--- src/design/tls_pkg.sv ---
package tls_pkg;

  // Port and field widths.
  localparam int CFG_IDX_W  = 3;
  localparam int CFG_DATA_W = 32;
  localparam int SLOPE_W    = 16;
  localparam int POS_W      = 32;
  localparam int GAIN_W     = 16;
  localparam int DIR_W      = 16;
  localparam int BRIGHT_W   = 17;

  // Internal widths.
  localparam int SQ_IN_W   = 64;  // root pipe operand width
  localparam int SQ_LANES  = 2;   // normal length and anchor distance
  localparam int NLEN_W    = 21;  // normal length, Q16, below 2^21
  localparam int LLEN_W    = 16;  // light vector length, Q14
  localparam int NUM_W     = 34;  // signed dot product numerator, Q26
  localparam int N1_W      = 51;  // numerator shifted up by 20
  localparam int D1_W      = NLEN_W + LLEN_W;
  localparam int DEN_W     = 50;  // attenuation denominator, Q32
  localparam int B_W       = 33;  // brightness times strength, Q29
  localparam int N2_W      = B_W + 19;
  localparam int Q_BITS    = 16;  // quotient bits below the saturation bit

  // Constants.
  localparam logic [BRIGHT_W-1:0] ONE_Q16 = BRIGHT_W'(65536);
  localparam logic [GAIN_W-1:0] CG_MIN = GAIN_W'(2048);
  localparam logic [GAIN_W-1:0] CG_MAX = GAIN_W'(32768);
  localparam logic [GAIN_W-1:0] ST_MAX = GAIN_W'(32768);
  localparam logic [14:0] ATTEN_K_Q24 = 15'd25166;
  localparam logic signed [DIR_W-1:0] FALLBACK_UX = -16'sd7373;
  localparam logic signed [DIR_W-1:0] FALLBACK_UY = -16'sd14418;

  // Register reset values.
  localparam logic [GAIN_W-1:0] RST_STRENGTH = GAIN_W'(8192);
  localparam logic [GAIN_W-1:0] RST_CONTRAST = GAIN_W'(8192);
  localparam logic signed [DIR_W-1:0] RST_DIR_X = -16'sd7373;
  localparam logic signed [DIR_W-1:0] RST_DIR_Y = -16'sd14418;

  // Register indexes.
  localparam logic [CFG_IDX_W-1:0] REG_STRENGTH  = 3'd0;
  localparam logic [CFG_IDX_W-1:0] REG_CONTRAST  = 3'd1;
  localparam logic [CFG_IDX_W-1:0] REG_DIR_X     = 3'd2;
  localparam logic [CFG_IDX_W-1:0] REG_DIR_Y     = 3'd3;
  localparam logic [CFG_IDX_W-1:0] REG_ANCHOR_X  = 3'd4;
  localparam logic [CFG_IDX_W-1:0] REG_ANCHOR_Y  = 3'd5;
  localparam logic [CFG_IDX_W-1:0] REG_ANCHOR_EN = 3'd6;

  typedef struct packed {
    logic signed [DIR_W-1:0] ux;
    logic signed [DIR_W-1:0] uy;
    logic [LLEN_W-1:0]       llen;
  } light_vec_t;

  typedef enum logic [3:0] {
    CU_IDLE,
    CU_DSQ,
    CU_DROOT,
    CU_DXSET,
    CU_DIVX,
    CU_DYSET,
    CU_DIVY,
    CU_LSQ,
    CU_LROOT
  } dir_state_t;

endpackage

--- src/design/tls_div_pipe.sv ---
module tls_div_pipe import tls_pkg::*; #(
  parameter int N_W    = N1_W,
  parameter int D_W    = D1_W,
  parameter int SIDE_W = DEN_W
) (
  input  logic                clk,
  input  logic                rst,
  input  logic                en,
  input  logic                in_valid,
  input  logic [N_W-1:0]      num,
  input  logic [D_W-1:0]      den,
  input  logic [SIDE_W-1:0]   side_in,
  output logic                out_valid,
  output logic [BRIGHT_W-1:0] quo,
  output logic [SIDE_W-1:0]   side_out
);

  localparam int Q_W = Q_BITS;
  localparam int CW  = (N_W > D_W + Q_W) ? N_W : D_W + Q_W;

  logic              vld  [0:Q_W];
  logic              sat  [0:Q_W];
  logic [N_W-1:0]    rem  [0:Q_W];
  logic [D_W-1:0]    dd   [0:Q_W];
  logic [Q_W-1:0]    q    [0:Q_W];
  logic [SIDE_W-1:0] side [0:Q_W];

  always_ff @(posedge clk) begin
    if (rst) begin
      vld[0] <= 1'b0;
    end else if (en) begin
      vld[0] <= in_valid;
    end
  end

  // A quotient of 2^16 or more clamps to one; otherwise 16 bits remain.
  always_ff @(posedge clk) begin
    if (en) begin
      sat[0]  <= CW'(num) >= (CW'(den) << Q_W);
      rem[0]  <= num;
      dd[0]   <= den;
      q[0]    <= '0;
      side[0] <= side_in;
    end
  end

  for (genvar i = 1; i <= Q_W; i++) begin : g_stage
    localparam int K = Q_W - i;
    logic [CW-1:0] cand;
    logic          ge;

    always_comb begin
      cand = CW'(dd[i-1]) << K;
      ge   = CW'(rem[i-1]) >= cand;
    end

    always_ff @(posedge clk) begin
      if (rst) begin
        vld[i] <= 1'b0;
      end else if (en) begin
        vld[i] <= vld[i-1];
      end
    end

    always_ff @(posedge clk) begin
      if (en) begin
        rem[i]  <= ge ? N_W'(CW'(rem[i-1]) - cand) : rem[i-1];
        q[i]    <= ge ? (q[i-1] | (Q_W'(1) << K)) : q[i-1];
        sat[i]  <= sat[i-1];
        dd[i]   <= dd[i-1];
        side[i] <= side[i-1];
      end
    end
  end

  assign out_valid = vld[Q_W];
  assign quo       = sat[Q_W] ? ONE_Q16 : BRIGHT_W'(q[Q_W]);
  assign side_out  = side[Q_W];

endmodule

--- config.mk ---
export PLATFORM = sky130hd
export DESIGN_NAME = tls_div_pipe
export DESIGN_NICKNAME = d
export VERILOG_FILES = /design/src/design/tls_pkg.sv /design/src/design/tls_div_pipe.sv
export SDC_FILE = /design/constraint.sdc
export NUM_CORES = 2
export LEC_CHECK = 0
export BUFFER_PORTS_ARGS = -buffer_cell sky130_fd_sc_hd__buf_2
export CORE_ASPECT_RATIO = 0.8
export CORE_MARGIN = 2
export CORE_UTILIZATION = 35
export CTS_CLUSTER_DIAMETER = 120
export DETAILED_ROUTE_END_ITERATION = 7
export GPL_ROUTABILITY_DRIVEN = 1
export PLACE_DENSITY = 0.58
export SYNTH_ARGS = -nofsm -noshare
export SYNTH_HDL_FRONTEND = slang
export SYNTH_SLANG_ARGS = --single-unit
--- constraint.sdc ---
create_clock -name clk -period 8.2 [get_ports clk]
set_clock_uncertainty 0.2 [all_clocks]
set_input_delay 0.82 -clock clk [delete_from_list [all_inputs] [get_ports clk]]
set_output_delay 0.82 -clock clk [all_outputs]
set_load 0.01 [all_outputs]
==> flow_metrics.env <==
export IMPL_core_sq_um=325000
export IMPL_finalCritPeriodShare_pct=60.0
export IMPL_ff2ff_setup_slack_ns=3.28
export IMPL_r2r_end="rem[0][219]"
export IMPL_synth_edff_count=2428
export IMPL_grt_antenna_before_repair=4
export IMPL_p_clk_share_pct=27.1
export IMPL_ant_nets=0
export IMPL_fmax_mhz=203
export IMPL_final_area_sq_um=131000
export IMPL_drc=1
export IMPL_dp_hpwl_mm=180
export IMPL_p_switching_mw=14.4
export IMPL_design_power_total_mw=43.8
export IMPL_netlist_top_cells_area="edfxtp_1 64%, ha_1 6.8%, a21oi_1 3.1%, o21ai_0 2.6%, inv_1 2.5%"
export IMPL_grt_use_total_pct=14.6
export IMPL_rows=187
export IMPL_yosysWarnings=0
export IMPL_crit_arrival_ns=5.30
export IMPL_hold_class="register to register"
export IMPL_synthFlopType="edfxtp_1"
export IMPL_dp_slack_ns=3.27
export IMPL_cp_required_ns=8.58
export IMPL_vias_per_cell=4.96
export IMPL_fin_nets=10300
export IMPL_setup_violations=0
export IMPL_ir_drop_mv=0.158
export IMPL_ys_types=85
export IMPL_internal_power_mw=29.4
export IMPL_swShare_pct=32.9
export IMPL_gp_congestion=0.938
export IMPL_fillers=30000
export IMPL_holdPathEnd="side[6][33]"
export IMPL_rsz0062_at_grt="false"
export IMPL_whs_ns=0.166
export IMPL_startpoint_type="register"
export IMPL_post_drt_wl_per_cell_microns=17.7
export IMPL_portBuffers=209
export IMPL_finalSetupTns_ns=0
export IMPL_cts_tree="yes"
export IMPL_seqPwrFrac_pct=40.7
export IMPL_finalCriticalPeriod_ns=4.92
export IMPL_cts_root_buf="clkbuf_16"
export IMPL_maxSlewViolCount=0
export IMPL_first_pass_iters=8
export IMPL_worst_slack_ns=3.28
export IMPL_finalHoldViolCount=0
export IMPL_grt_max_degree=194
export IMPL_numCtsBuffers=275
export IMPL_yosysTopAreaCell="edfxtp_1"
export IMPL_drv_cap=0
export IMPL_grt_overflow=0
export IMPL_violations="DRC"
export IMPL_drive_gt1_share_pct=8.30
export IMPL_combPwrFrac_pct=32.3
export IMPL_critPathMaxFanout=46
export IMPL_drt_iter0_markers=4577
export IMPL_p_leak_nw=49.8
export IMPL_avgSynthCellArea_sq_um=12.7
export IMPL_cts_htree_levels=5
export IMPL_synthCells=9045
export IMPL_hold_start="side[5][33]"
export IMPL_grt_pass1_vias=70600
export IMPL_grt_first_pass_wirelength_mm=390
export IMPL_status="complete, but fails checks"
export IMPL_start_util_pct=35.3
export IMPL_wl_mm=248
export IMPL_setup_worst_path_class="register to register"
export IMPL_ios=210
export IMPL_postPlaceCellArea_sq_um=121000
export IMPL_yosysSeqAreaShare_pct=63.6
export IMPL_clock_path_buffers=4
export IMPL_clock_sinks=2428
export IMPL_die_w_microns=644
export IMPL_insertion_delay_ns=0.86
export IMPL_holdPathStages=0
export IMPL_power_density_nw_per_um2=334
export IMPL_path_clk_slew_ns=0.06
export IMPL_worst_pin_slew_ns=1.44
export IMPL_area_growth_pct=14.2
export IMPL_cts_resized_gates=0
export IMPL_slew_headroom_pct=2.59
export IMPL_synthDominantCellAreaShare_pct=63.6
export IMPL_rr_startpoint="rem[0][197]"
export IMPL_die_y_microns=516
export IMPL_vias=69600
export IMPL_reg2reg_depth=10
export IMPL_syn_area_sq_um=115000
export IMPL_synth_seq_cells=2428
export IMPL_synth_net_count=9828
export IMPL_async_flop_share_pct=0
export IMPL_die_area_sq_um=332000
export IMPL_end_kind="register"
[power by group through the flow]
stage / Sequential [mW] / Clock [mW] / Combinational [mW]
6_report: 17.8 / 11.9 / 14.1
5_1_grt: 18.0 / 12.8 / 15.8
4_1_cts: 17.8 / 12.3 / 14.1
3_5_place_dp: 18.1 / 0 / 14.0
3_3_place_gp: 18.1 / 0 / 13.8
2_1_floorplan: 17.4 / 0 / 10.5
[kinds of logic (layout without fill, tap and decap cells)]
group                      count (synthesis)  after routing  share of synthesized area, %
adders and majority gates                641            641                          7.09
and+or+nand+nor                         2047           2047                          8.63
AOI/OAI and AO/OA                       2234           2234                          12.0
buffers and inverters                   1025           1656                          3.38
xor gates and xnor gates                 568            568                          4.34
muxes                                    102            102                         0.991
DFF                                     2428           2428                          63.6
other                                      0              3                             0
[cells in the mapped netlist, types with 47 or more instances]
master / n
a211oi_1: 55
xor2_1: 250
nor3_1: 100
edfxtp_1: 2428
clkbuf_1: 203
a31oi_1: 69
o21ai_0: 594
a21o_1: 304
mux2_2: 92
nand2_1: 667
nand4_1: 135
nor2b_1: 100
ha_1: 626
nand2b_1: 90
and2_1: 47
and3_1: 61
nand3_1: 139
nor4_1: 66
nor2_1: 477
o21bai_1: 76
a21oi_1: 712
xnor2_1: 318
inv_1: 776
o21a_1: 83
[metal layers]
metal / up-vias / wire length [microns] / global-route usage, %
li1: 34400 / - / -
met1: 32800 / 112000 / 18.8
met2: 1696 / 114000 / 24.2
met3: 642 / 8460 / 1.88
met4: 2 / 13700 / 7.77
met5: - / 13 / 0
[worst max-delay path, cell delays in order (launching register included)]
cell and delay [ns]:
edfxtp_1 0.41, ha_1 0.48, nand3_1 0.21, nor2_1 0.33, nand3_1 0.42, nor4_1 0.56
and4_1 0.41, o41ai_1 0.10, nand4b_1 0.62, buf_4 0.53, mux2_2 0.40
[metrics by stage]
| stage | std cells | utilization [%] |
|---|---|---|
| 6_report | 14000 | 40.3 |
| 3_3_place_gp | 13400 | 37.2 |
| 2_1_floorplan | 9045 | - |
| 5_1_grt | 14000 | 40.3 |
| 3_5_place_dp | 13400 | 37.2 |
| 4_1_cts | 14000 | 40.3 |
[how the worst max path moves through the flow]
| stage | start | end | cells past startpoint |
|---|---|---|---|
| global placement | rem[0][197] | rem[0][217] | 10 |
| global route | rem[0][215] | rem[0][294] | 14 |
| floorplan | dd[0][518] | rem[0][811] | 13 |
| detailed placement | rem[0][197] | rem[0][229] | 10 |
| CTS | rem[0][197] | rem[0][230] | 10 |
| finish | rem[0][197] | rem[0][219] | 10 |
[cell usage in the layout, fill, tap and decap left out, types with 19 or more instances in the layout]
| cell type | n |
|---|---|
| edfxtp_1 | 2428 |
| inv_1 | 776 |
| a21oi_1 | 711 |
| nand2_1 | 666 |
| ha_1 | 626 |
| o21ai_0 | 594 |
| nor2_1 | 477 |
| xnor2_1 | 318 |
| a21o_1 | 302 |
| clkbuf_16 | 280 |
| xor2_1 | 250 |
| buf_2 | 208 |
| nand3_1 | 139 |
| dlygate4sd3_1 | 139 |
| nand4_1 | 135 |
| nor2b_1 | 100 |
| nor3_1 | 100 |
| mux2_2 | 92 |
| nand2b_1 | 90 |
| o21a_1 | 81 |
| o21bai_1 | 76 |
| a31oi_1 | 67 |
| nor4_1 | 64 |
| and3_1 | 61 |
| clkinv_1 | 56 |
| a211oi_1 | 55 |
| and2_1 | 47 |
| o31ai_1 | 46 |
| clkbuf_1 | 44 |
| buf_4 | 44 |
| o211ai_1 | 40 |
| or3_1 | 39 |
| clkinv_2 | 31 |
| o31a_1 | 21 |
| bufinv_16 | 21 |
| nor4b_1 | 20 |
| a211o_1 | 19 |
[timing repair]
| item | in CTS | in global routing |
|---|---|---|
| buffers inserted | 0 | 0 |
| hold buffers | 139 | 0 |
| hold endpoints to repair | 139 | 0 |
[final cells by class]
class / count / area, sq um / share of cell area (%)
Sequential cell: 2428 / 72900 / 55.7
Inverter: 781 / 2930 / 2.24
Tap cell: 4347 / 5440 / 4.15
Clock buffer: 324 / 7170 / 5.48
Multi-Input combinational cell: 5592 / 38000 / 29.0
Timing Repair Buffer: 403 / 3000 / 2.29
Clock inverter: 148 / 1500 / 1.14
Antenna cell: 3 / 7.51 / 0.00573
[sequential cells by signal, summed over array words and instances (netlist names)]
name	cells
dd	592
q	136
rem	816
sat	17
side	850
vld	17
(Power assumes the default switching activity.)
